==> config.mk <==
export PLATFORM = sky130hd
export DESIGN_NAME = crtc_pixel_packer
export DESIGN_NICKNAME = d
export VERILOG_FILES = /design/src/sv/crtcpp_pkg.sv /design/src/sv/crtc_pixel_packer.sv /design/src/sv/crtcpp_byte_pack.sv
export SDC_FILE = /design/constraint.sdc
export NUM_CORES = 1
export LEC_CHECK = 0
export BUFFER_PORTS_ARGS = -buffer_cell sky130_fd_sc_hd__buf_2
export CAP_MARGIN = 5
export CORE_MARGIN = 2
export CORE_UTILIZATION = 43
export CTS_CLUSTER_SIZE = 16
export DETAILED_ROUTE_END_ITERATION = 8
export PLACE_DENSITY_LB_ADDON = 0.05
export SYNTH_ARGS = -nofsm -noshare
export SYNTH_HDL_FRONTEND = slang
export SYNTH_SLANG_ARGS = --single-unit
==> constraint.sdc <==
create_clock -name clk -period 8.7 [get_ports clk]
set_input_delay 0.87 -clock clk [delete_from_list [all_inputs] [get_ports clk]]
set_output_delay 0.87 -clock clk [all_outputs]
set_load 0.05 [all_outputs]
==> src/sv/crtcpp_pkg.sv <==
// crtcpp_pkg: shared constants, mode codes and pixel spread tables for the
// CRTC pixel packer. No dependencies.
`timescale 1ns / 1ps

package crtcpp_pkg;

    localparam int PIXEL_W   = 4;
    localparam int SLOT_W    = 3;
    localparam int COL_W     = 8;
    localparam int RASTER_W  = 3;
    localparam int START_W   = 14;
    localparam int ADDR_W    = 16;
    localparam int CFG_IDX_W = 2;
    localparam int CFG_DATA_W = 14;

    // video mode codes
    localparam logic [1:0] MODE_4BIT      = 2'd0;
    localparam logic [1:0] MODE_2BIT      = 2'd1;
    localparam logic [1:0] MODE_1BIT      = 2'd2;
    localparam logic [1:0] MODE_2BIT_HALF = 2'd3;

    // configuration register indexes
    localparam logic [CFG_IDX_W-1:0] REG_VIDEO_MODE     = 2'd0;
    localparam logic [CFG_IDX_W-1:0] REG_CHARS_PER_LINE = 2'd1;
    localparam logic [CFG_IDX_W-1:0] REG_RASTER_LINES   = 2'd2;
    localparam logic [CFG_IDX_W-1:0] REG_START_ADDRESS  = 2'd3;

    // reset values
    localparam logic [1:0]          RST_VIDEO_MODE     = MODE_2BIT;
    localparam logic [COL_W-1:0]    RST_CHARS_PER_LINE = 8'd40;
    localparam logic [RASTER_W-1:0] RST_RASTER_LINES   = 3'd7;
    localparam logic [START_W-1:0]  RST_START_ADDRESS  = 14'd12288;

    localparam logic [7:0] SPREAD4 [16] = '{
        8'd0, 8'd64, 8'd4, 8'd68, 8'd16, 8'd80, 8'd20, 8'd84,
        8'd1, 8'd65, 8'd5, 8'd69, 8'd17, 8'd81, 8'd21, 8'd85
    };

    localparam logic [7:0] SPREAD2 [4] = '{8'd0, 8'd16, 8'd1, 8'd17};

endpackage

==> src/sv/crtc_pixel_packer.sv <==
// crtc_pixel_packer: top level. Packs pixels into screen bytes, tracks the
// CRTC position and reports the address range per frame.
// Depends on crtcpp_pkg and crtcpp_byte_pack.
//
//   channel | signals                                   | direction
//   --------+-------------------------------------------+----------
//   input   | in_valid, in_ready, pixel, frame_last     | in
//   output  | out_valid, out_ready, address, data_byte, | out
//           | frame_done, lowest_address, highest_address|
//   config  | cfg_write, cfg_index, cfg_data            | in
//
// One item per clock: the pack, address and min/max update all complete in
// the cycle an item is taken, and a completed byte lands in the output register.
// The next item is taken while that register is empty or being drained.
// Reset is asynchronous, active low, and loads the register defaults; no
// clearing pass is needed.
`timescale 1ns / 1ps

module crtc_pixel_packer (
    input  logic                                  clk,
    input  logic                                  rst_n,

    input  logic                                  cfg_write,
    input  logic [crtcpp_pkg::CFG_IDX_W-1:0]      cfg_index,
    input  logic [crtcpp_pkg::CFG_DATA_W-1:0]     cfg_data,

    input  logic                                  in_valid,
    output logic                                  in_ready,
    input  logic [crtcpp_pkg::PIXEL_W-1:0]        pixel,
    input  logic                                  frame_last,

    output logic                                  out_valid,
    input  logic                                  out_ready,
    output logic [crtcpp_pkg::ADDR_W-1:0]         address,
    output logic [7:0]                            data_byte,
    output logic                                  frame_done,
    output logic [crtcpp_pkg::ADDR_W-1:0]         lowest_address,
    output logic [crtcpp_pkg::ADDR_W-1:0]         highest_address
);

    localparam int AW = crtcpp_pkg::ADDR_W;

    // configuration
    logic [1:0]                          video_mode_reg;
    logic [crtcpp_pkg::COL_W-1:0]        chars_per_line_reg;
    logic [crtcpp_pkg::RASTER_W-1:0]     raster_lines_reg;
    logic [crtcpp_pkg::START_W-1:0]      start_address_reg;

    // position and packing state
    logic [crtcpp_pkg::SLOT_W-1:0]       pixel_slot_reg, pixel_slot_next;
    logic [7:0]                          acc_reg, acc_next;
    logic                                byte_half_reg, byte_half_next;
    logic [crtcpp_pkg::COL_W-1:0]        char_column_reg, char_column_next;
    logic [crtcpp_pkg::RASTER_W-1:0]     raster_reg, raster_next;
    logic [AW-1:0]                       row_base_reg, row_base_next;
    logic [AW-1:0]                       min_seen_reg, min_seen_next;
    logic [AW-1:0]                       max_seen_reg, max_seen_next;
    logic                                frame_open_reg, frame_open_next;

    // result register
    logic                                out_valid_reg, out_valid_next;
    logic [AW-1:0]                       address_reg;
    logic [7:0]                          data_byte_reg;
    logic                                frame_done_reg;
    logic [AW-1:0]                       lowest_reg;
    logic [AW-1:0]                       highest_reg;

    logic          in_fire;
    logic          emit;
    logic [7:0]    acc_merged;
    logic          full;
    logic [AW-1:0] base_eff, min_eff, max_eff;
    logic [AW-1:0] ma;
    logic [AW-1:0] cur_addr;
    logic [AW-1:0] min_upd, max_upd;
    logic [crtcpp_pkg::COL_W-1:0] col_inc;

    assign in_ready = !out_valid_reg || out_ready;
    assign in_fire  = in_valid && in_ready;

    crtcpp_byte_pack u_pack (
        .video_mode (video_mode_reg),
        .pixel      (pixel),
        .slot       (pixel_slot_reg),
        .acc        (acc_reg),
        .acc_merged (acc_merged),
        .full       (full)
    );

    // first pixel of a frame starts from the display start and an empty range
    assign base_eff = frame_open_reg ? row_base_reg : {2'b00, start_address_reg};
    assign min_eff  = frame_open_reg ? min_seen_reg : {AW{1'b1}};
    assign max_eff  = frame_open_reg ? max_seen_reg : {AW{1'b0}};

    assign ma       = base_eff + {{(AW-crtcpp_pkg::COL_W){1'b0}}, char_column_reg};
    assign cur_addr = {ma[13:12], raster_reg, ma[9:0], byte_half_reg};
    assign min_upd  = (cur_addr < min_eff) ? cur_addr : min_eff;
    assign max_upd  = (cur_addr > max_eff) ? cur_addr : max_eff;
    assign emit     = full || frame_last;
    assign col_inc  = char_column_reg + 8'd1;

    always_comb
    begin
        pixel_slot_next  = pixel_slot_reg;
        acc_next         = acc_reg;
        byte_half_next   = byte_half_reg;
        char_column_next = char_column_reg;
        raster_next      = raster_reg;
        row_base_next    = row_base_reg;
        min_seen_next    = min_seen_reg;
        max_seen_next    = max_seen_reg;
        frame_open_next  = frame_open_reg;
        out_valid_next   = out_valid_reg && !out_ready;

        if (in_fire)
        begin
            row_base_next   = base_eff;
            min_seen_next   = min_eff;
            max_seen_next   = max_eff;
            frame_open_next = 1'b1;
            acc_next        = acc_merged;
            pixel_slot_next = pixel_slot_reg + 3'd1;

            if (emit)
            begin
                out_valid_next = 1'b1;
                min_seen_next  = min_upd;
                max_seen_next  = max_upd;
                if (frame_last)
                begin
                    // close the frame and drop back to the origin
                    pixel_slot_next  = 3'd0;
                    acc_next         = 8'd0;
                    byte_half_next   = 1'b0;
                    char_column_next = 8'd0;
                    raster_next      = 3'd0;
                    frame_open_next  = 1'b0;
                end
                else
                begin
                    pixel_slot_next = 3'd0;
                    acc_next        = 8'd0;
                    if (!byte_half_reg)
                        byte_half_next = 1'b1;
                    else
                    begin
                        byte_half_next   = 1'b0;
                        char_column_next = col_inc;
                        if (col_inc >= chars_per_line_reg || col_inc == 8'd0)
                        begin
                            char_column_next = 8'd0;
                            if (raster_reg >= raster_lines_reg)
                            begin
                                raster_next   = 3'd0;
                                row_base_next = base_eff
                                    + {{(AW-crtcpp_pkg::COL_W){1'b0}}, chars_per_line_reg};
                            end
                            else
                                raster_next = raster_reg + 3'd1;
                        end
                    end
                end
            end
        end
    end

    always_ff @(posedge clk or negedge rst_n)
    begin
        if (!rst_n)
        begin
            video_mode_reg     <= crtcpp_pkg::RST_VIDEO_MODE;
            chars_per_line_reg <= crtcpp_pkg::RST_CHARS_PER_LINE;
            raster_lines_reg   <= crtcpp_pkg::RST_RASTER_LINES;
            start_address_reg  <= crtcpp_pkg::RST_START_ADDRESS;
        end
        else if (cfg_write)
        begin
            case (cfg_index)
                crtcpp_pkg::REG_VIDEO_MODE:     video_mode_reg     <= cfg_data[1:0];
                crtcpp_pkg::REG_CHARS_PER_LINE: chars_per_line_reg <= cfg_data[7:0];
                crtcpp_pkg::REG_RASTER_LINES:   raster_lines_reg   <= cfg_data[2:0];
                crtcpp_pkg::REG_START_ADDRESS:  start_address_reg  <= cfg_data;
                default:                        video_mode_reg     <= video_mode_reg;
            endcase
        end
    end

    always_ff @(posedge clk or negedge rst_n)
    begin
        if (!rst_n)
        begin
            pixel_slot_reg  <= '0;
            acc_reg         <= '0;
            byte_half_reg   <= 1'b0;
            char_column_reg <= '0;
            raster_reg      <= '0;
            row_base_reg    <= {2'b00, crtcpp_pkg::RST_START_ADDRESS};
            min_seen_reg    <= {AW{1'b1}};
            max_seen_reg    <= '0;
            frame_open_reg  <= 1'b0;
            out_valid_reg   <= 1'b0;
        end
        else
        begin
            pixel_slot_reg  <= pixel_slot_next;
            acc_reg         <= acc_next;
            byte_half_reg   <= byte_half_next;
            char_column_reg <= char_column_next;
            raster_reg      <= raster_next;
            row_base_reg    <= row_base_next;
            min_seen_reg    <= min_seen_next;
            max_seen_reg    <= max_seen_next;
            frame_open_reg  <= frame_open_next;
            out_valid_reg   <= out_valid_next;
        end
    end

    // result payload: load only when a byte is emitted
    always_ff @(posedge clk)
    begin
        if (in_fire && emit)
        begin
            address_reg    <= cur_addr;
            data_byte_reg  <= acc_merged;
            frame_done_reg <= frame_last;
            lowest_reg     <= frame_last ? min_upd : {AW{1'b0}};
            highest_reg    <= frame_last ? max_upd : {AW{1'b0}};
        end
    end

    assign out_valid       = out_valid_reg;
    assign address         = address_reg;
    assign data_byte       = data_byte_reg;
    assign frame_done      = frame_done_reg;
    assign lowest_address  = lowest_reg;
    assign highest_address = highest_reg;

    a_range_holds_address: assert property (@(posedge clk) disable iff (!rst_n)
        out_valid && frame_done |->
            lowest_address <= address && address <= highest_address)
        else $error("frame range does not cover the last address");

    a_range_zero_mid_frame: assert property (@(posedge clk) disable iff (!rst_n)
        out_valid && !frame_done |->
            lowest_address == 16'd0 && highest_address == 16'd0)
        else $error("address range reported outside frame end");

    a_frame_end_clears: assert property (@(posedge clk) disable iff (!rst_n)
        in_fire && frame_last |=>
            pixel_slot_reg == 3'd0 && !byte_half_reg && char_column_reg == 8'd0
            && raster_reg == 3'd0 && !frame_open_reg && out_valid_reg)
        else $error("position not cleared after the last pixel");

endmodule

==> src/sv/crtcpp_byte_pack.sv <==
// crtcpp_byte_pack: merges one pixel into the partial screen byte in the
// interleaved bit order of the video mode. Uses crtcpp_pkg.
`timescale 1ns / 1ps

module crtcpp_byte_pack (
    input  logic [1:0]                     video_mode,
    input  logic [crtcpp_pkg::PIXEL_W-1:0] pixel,
    input  logic [crtcpp_pkg::SLOT_W-1:0]  slot,
    input  logic [7:0]                     acc,
    output logic [7:0]                     acc_merged,
    output logic                           full
);

    logic [7:0] bits;
    logic [3:0] ppb;
    logic [3:0] slot_plus;

    always_comb
    begin
        bits = 8'd0;
        ppb  = 4'd2;
        case (video_mode)
            crtcpp_pkg::MODE_4BIT:
            begin
                ppb = 4'd2;
                if (slot == 3'd0)
                    bits = crtcpp_pkg::SPREAD4[pixel] << 1;
                else if (slot == 3'd1)
                    bits = crtcpp_pkg::SPREAD4[pixel];
            end
            crtcpp_pkg::MODE_1BIT:
            begin
                ppb  = 4'd8;
                bits = {7'd0, pixel[0]} << (3'd7 - slot);
            end
            crtcpp_pkg::MODE_2BIT, crtcpp_pkg::MODE_2BIT_HALF:
            begin
                ppb = (video_mode == crtcpp_pkg::MODE_2BIT) ? 4'd4 : 4'd2;
                // half mode shares the spread, so its pixels sit in the upper slots
                if (slot < 3'd4)
                    bits = crtcpp_pkg::SPREAD2[pixel[1:0]] << (2'd3 - slot[1:0]);
            end
            default:
            begin
                bits = 8'd0;
                ppb  = 4'd2;
            end
        endcase
    end

    assign slot_plus  = {1'b0, slot} + 4'd1;
    assign full       = (slot_plus >= ppb);
    assign acc_merged = acc | bits;

endmodule

======== Yosys cells after proc, flatten, opt, wreduce, memory -nomap -nowiden ========
Memory sizes are Yosys's and may differ from the RTL's.
Index checks and enable logic that the tools add are counted.
word-level totals
  word-level logic and storage cells ...... 108
  bits in read-only memories .............. 128
  output and inout bits ................... 59
  input bits .............................. 26
  memories ................................ 1
  register bits after elaboration ......... 157
operators by class
  add/subtract/negate cells ............... 8
  $lt $le $gt $ge ......................... 8
  bitwise gates (word level) .............. 3
  eq/ne operators ......................... 7
  multiplexer cells ....................... 38
  shifts and indexed selects .............. 2
  reductions and logical operators ........ 22
memory list
  name             words  width  rd ports  clocked after memory_dff  write ports  line                    RTL
  (no name shown)  16     8      1         0                         0            crtcpp_byte_pack.sv:27  bits = crtcpp_pkg::SPREAD4[pixel] << 1;
operators by type and width
  cell                 number
  $mux 16              12
  $mux 8               11
  $pmux 8 s3           1
  $mux 3               6
  $add 16x8->16        1
  $bmux 8 s2           1
  $gt 16x16->1         1
  $lt 16x16->1         1
  $add 14x8->14        1
  $pmux 4 s3           1
  $reduce_and 2->1     5
  $add 8x1->8 const B  1
  $eq 2x2->1 const B   4
  $ge 8x8->1           1
  $logic_not 8->1      1
  $or 8x8->8           1
  $shl 1x3->8          1
  $shl 8x2->8          1
  $add 3x1->3 const B  2
  $mux 1               6
  $ge 5x5->1 const B   1
  $not 4->5            1
  $add 3x1->4 const B  1
  $eq 2x1->1 const B   2
  other kinds (17)     24

======== Depth between registers and ports, before layout ========
  depth in word-level cells ............... 9
  gate-level depth with buffers ........... 22
  depth with buffers taken out ............ 17

======== Hierarchy ========
Synthesis repeated with hierarchy kept, for this count alone.
second synthesis, totals
  cells, all modules ...................... 902
  area total of the unflattened synthesis .. 9228.9 sq um
by module, submodules not included
  module             times used  cells an instance  seq. area each (sq um)  area an instance (sq um)
  crtc_pixel_packer  1           850                4196.5                  8853.5
  crtcpp_byte_pack   1           52                 0.0                     375.4

======== Least setup slack after synthesis ========
Ideal clock, no wire load.
  kind .................................... register -> register
  start point ............................. register pixel_slot_reg[0] (netlist name)
  end point ............................... register raster_reg[2] (netlist name)
  cell stages (with the launch flop) ...... 14
  setup time .............................. 0.082 ns
  period minus slack after synthesis ...... 6.029 ns
  arrival ................................. 5.946 ns
  data required time ...................... 8.618 ns
  buffers on the path ..................... 1
  path slack .............................. 2.671 ns
  path through ............................ dfrtp_1 clkbuf_1 inv_1 ha_1 inv_1 ha_1 a21bo_1 a21o_1 a21oi_1 and2_1 nor2_1 o21ai_0 or3_1 o22ai_1
on the way
  word-level cells in the longest chain between the ends .. 4
ends and longest elaborated chain
  element                            line                      RTL
  start, declared                    crtc_pixel_packer.sv:50   logic [crtcpp_pkg::SLOT_W-1:0] pixel_slot_reg, pixel_slot_next;
  start signal, assigned             crtc_pixel_packer.sv:205  pixel_slot_reg <= pixel_slot_next;
  $add 3x1->4                        crtcpp_byte_pack.sv:51    assign slot_plus = {1'b0, slot} + 4'd1;
  $ge 4x4->1                         crtcpp_byte_pack.sv:52    assign full = (slot_plus >= ppb);
  $logic_or 1x1->1                   crtc_pixel_packer.sv:99   assign emit = full || frame_last;
  $reduce_and 4->1 (no source line)  n/a
  end signal, assigned               crtc_pixel_packer.sv:209  raster_reg <= raster_next;
  end, declared                      crtc_pixel_packer.sv:54   logic [crtcpp_pkg::RASTER_W-1:0] raster_reg, raster_next;
Every way passes these cells.
A chain may end at the register's enable or synchronous reset.

======== Final worst setup path ========
  start point ............................. register frame_open_reg
  end point ............................... register min_seen_reg[5]
on the way
  word-level cells in the longest chain between the ends .. 5
  elaborated cells between the ends (all ways) .. 6
  classes of those cells .................. 1 x add/sub; 1 x order compare; 4 x mux
ends and longest elaborated chain
  element                 line                      RTL
  start, declared         crtc_pixel_packer.sv:58   logic frame_open_reg, frame_open_next;
  start signal, assigned  crtc_pixel_packer.sv:213  frame_open_reg <= frame_open_next;
  $mux 16                 crtc_pixel_packer.sv:91   assign base_eff = frame_open_reg ? row_base_reg : {2'b00, start_address_reg};
  $add 14x8->14           crtc_pixel_packer.sv:95   assign ma = base_eff + {{(AW-crtcpp_pkg::COL_W){1'b0}}, char_column_reg};
  via ma[12]              crtc_pixel_packer.sv:73   logic [AW-1:0] ma;
  $lt 16x16->1            crtc_pixel_packer.sv:97   assign min_upd = (cur_addr < min_eff) ? cur_addr : min_eff;
  $mux 16                 crtc_pixel_packer.sv:97
  $mux 16                 crtc_pixel_packer.sv:124  if (emit)
  end signal, assigned    crtc_pixel_packer.sv:198  min_seen_reg <= {AW{1'b1}};
  end signal, assigned    crtc_pixel_packer.sv:211  min_seen_reg <= min_seen_next;
  end, declared           crtc_pixel_packer.sv:56   logic [AW-1:0] min_seen_reg, min_seen_next;
The timed path passes the listed nets, and every way through them passes these cells.

==> impl_metrics.yaml <==
status:
  status: "completed"
place:
  gp_congestion: 0.902
  port-buffer-count: 84
  hpwl_mm: 16.5
drt:
  highest_layer: "met4"
  routed_wl_mm: 22.4
  met1_length_mm: 10.2
  ant_nets: 0
  initialDrtViolationCount: 463
  drc_errors: 0
  met3_length_um: 984
  viasPerCell: 5.51
  num_vias: 6702
  avgRoutedWirePerCell_um: 18.4
  dr.pass1.iters: 6
  met2WireLength_mm: 10.6
layout:
  antenna_cells: 0
  drive_gt1_share_pct: 22.1
  areaGrowthSynthToFinish_pct: 14.7
  nFillCells: 1953
  final_common_cell: "nand2_1"
  ff_latch_area_um2: 4200
  fin_nets: 1025
  layout_common_cells: "nand2_1, buf_2, dfrtp_1"
  multi_input_area_um2: 4550
timing:
  tightestPinTransition_ps: 1090
  final-setup-viol-count: 0
  hold_ws_ps: 391
  final_hold_viol_count: 0
  relSlewSlack_pct: 27.4
  tns_ps: 0
  post-route-period-util_pct: 69.2
  slew_violations: 0
  fin_skew_ps: 12.0
  fmax_mhz: 166
  period_minus_slack_ps: 6020
  rsz0062_at_grt: "no"
power:
  power.density_nw_per_um2: 347
  p_clk_share_pct: 22.2
  ir_drop_uv: 134
  swShare_pct: 41.7
  p_leak_uw: 0.00465
  p_sw_uw: 1500
  p_int_uw: 2100
  seqPwrFrac_pct: 33.1
  power_frac_comb_pct: 44.7
critical_path:
  worst-path-buf-inv: 1
  critical_path_arrival_ps: 6360
  reg2reg_setup_slack_ps: 2680
  setup.worst_path.class: "reg -> reg"
  reg2reg_depth: 15
  max_stage_delay_ps: 840
  crit_start: "frame_open_reg$_DFFE_PN0P_"
  path_depth: 15
  setup.worst_path.end: "min_seen_reg[5]$_DFFE_PN1P_"
  cpLargestDelayFamily: "compound AO/OA/AOI/OAI gates"
  end_kind: "flop"
  crit_fanout: 19
  start_kind: "flop"
  crit_chain: "mux2_2 -> ha_1 -> fa_1 -> a21o_1 -> a221o_1 -> o41ai_4 -> nor2_1 -> xor2_1 -> inv_1 -> ha_1 -> a2111oi_0 -> nand2_1 -> o22ai_2 -> nand2_1 -> mux2i_1"
  rr_endpoint: "min_seen_reg[5]$_DFFE_PN1P_"
  critPathRequiredTime_ps: 9040
  crit_path_top_delay_cell: "nand2_1"
  rr_startpoint: "frame_open_reg$_DFFE_PN0P_"
logic_synthesis:
  synthDistinctLibCells: 66
  synthCells: 852
  synth_top_family_by_area: "simple AND/OR/NAND/NOR gates"
  syn-num-nets: 948
  synth_xor_area_share_pct: 2.79
  synth_ff_type: "dfrtp_1"
  yosys_warnings: 0
  avgSynthCellArea_um2: 10.6
  synthAdderAreaFrac_pct: 9.94
  muxShareOfSynthArea_pct: 11.1
  synth_async_sr_flop_share_pct: 63.2
  synth_edf_count: 57
  synth_compound_area_share_pct: 12.1
  synth_simple_gate_area_share_pct: 14.2
  synth_seq_area_share_pct: 46.3
  netlist_area_um2: 9070
  synth-seq-cells: 155
clock_network:
  ctsHoldBuffers: 0
  cts_setup_buffers: 0
  cts_tree: "done"
  cts_sinks: 155
  cts_buffers: 17
  worstSkewPairLatency_ps: 430
  h-tree-depth: 4
  cts_resized: 0
  cts_buffer_depth: 2
  clockRootBuffer: "clkbuf_16"
  clkTransAtPathRegs_ps: 70
die:
  ios: 85
  die-height_um: 149
  coreArea_um2: 20900
  dieArea_um2: 22300
  die_w_um: 149
  std_cell_rows: 53
  initial_core_util_pct: 43.4
flow_run:
  cap_violations: 0
global_routing:
  grt_pass1_vias: 6685
  grt_overflow: 0
  antenna_found_initial: 0
  grt_pass1_wl_mm: 36.2
  grt_max_degree: 72
  grt.total_usage_pct: 21.1
hold_path:
  holdCritPathClass: "in -> async"
[per-stage QoR]
step | power (µW) | area (µm²) | std cells | setup slack (ps) | util (%)
after floorplan | 2370 | 9070 | 852 | 2670 | -
after global placement | 2780 | 9760 | 1185 | 2950 | 46.7
after detailed placement | 2810 | 9760 | 1185 | 2720 | 46.7
after CTS | 3630 | 10400 | 1217 | 2720 | 49.8
after global routing | 3850 | 10400 | 1217 | 2260 | 49.8
final | 3610 | 10400 | 1217 | 2680 | 49.8
[power groups by stage]
stage	combinational (µW)	sequential, µW	clock, µW
2_1_floorplan	960	1410	0
3_3_place_gp	1580	1200	0
3_5_place_dp	1610	1210	0
4_1_cts	1620	1190	820
5_1_grt	1780	1220	852
6_report	1610	1190	801
[cells in the mapped netlist, types with 4 or more instances]
cell,n,area (µm²)
o21ai_0,40,200
a21o_1,9,67.6
o31ai_1,17,128
xor2_1,14,123
dfrtp_1,72,1800
nor3b_1,5,37.5
and2_1,8,50.1
nor3_1,12,60.1
o21a_1,6,45.0
nand4_1,17,106
dfstp_2,26,683
xnor2_1,13,114
a31oi_1,4,25.0
buf_2,7,35.0
mux2i_1,45,450
nand2_1,91,342
nor2b_1,23,144
and3_1,5,31.3
nand3b_1,6,45.0
a21oi_1,27,135
clkbuf_1,23,86.3
edfxtp_1,57,1710
a221o_1,11,110
nand3_1,13,65.1
nor2_1,61,229
mux2_2,42,473
buf_1,4,15.0
inv_1,41,154
nand2b_1,12,75.1
mux2_1,6,67.6
a211oi_1,7,52.6
ha_1,68,851
a21boi_0,8,60.1
[logic make-up after synthesis]
logic type               after synthesis
AO/OA/AOI/OAI                        158
XOR/XNOR                              28
adder cells (fa/ha/maj)               71
buffers and inverters                 80
flip-flops                           155
multiplexers                          94
AND/OR/NAND/NOR                      266
[area by class of cell]
class / instances / area share [%]
clock buffers: 19 / 4.36
clock inverters: 13 / 1.79
inverters: 44 / 1.59
multi-input cells: 617 / 43.8
flip-flops and latches: 155 / 40.4
well taps: 275 / 3.31
repair buffers: 94 / 4.79
[worst min-delay path by stage]
stage | startpoint | to | slack [ps]
after CTS | rst_n | chars_per_line_reg[7]$_DFFE_PN0P_ | 400
after global placement | row_base_reg[4]$_DFFE_PN0P_ | row_base_reg[4]$_DFFE_PN0P_ | 460
after global routing | rst_n | start_address_reg[5]$_DFFE_PN0P_ | 430
final | rst_n | chars_per_line_reg[7]$_DFFE_PN0P_ | 390
after detailed placement | row_base_reg[1]$_DFFE_PN0P_ | row_base_reg[1]$_DFFE_PN0P_ | 480
after floorplan | row_base_reg[0]$_DFFE_PN0P_ | row_base_reg[0]$_DFFE_PN0P_ | 440
[layer usage]
layer  vias to the layer above  GRT usage (%)
met5                         -              0
met4                         0           8.52
met3                        34           3.33
met2                       182           34.0
met1                      3261           28.4
li1                       3225              -
Note: power is estimated with default switching activity, not from simulation.
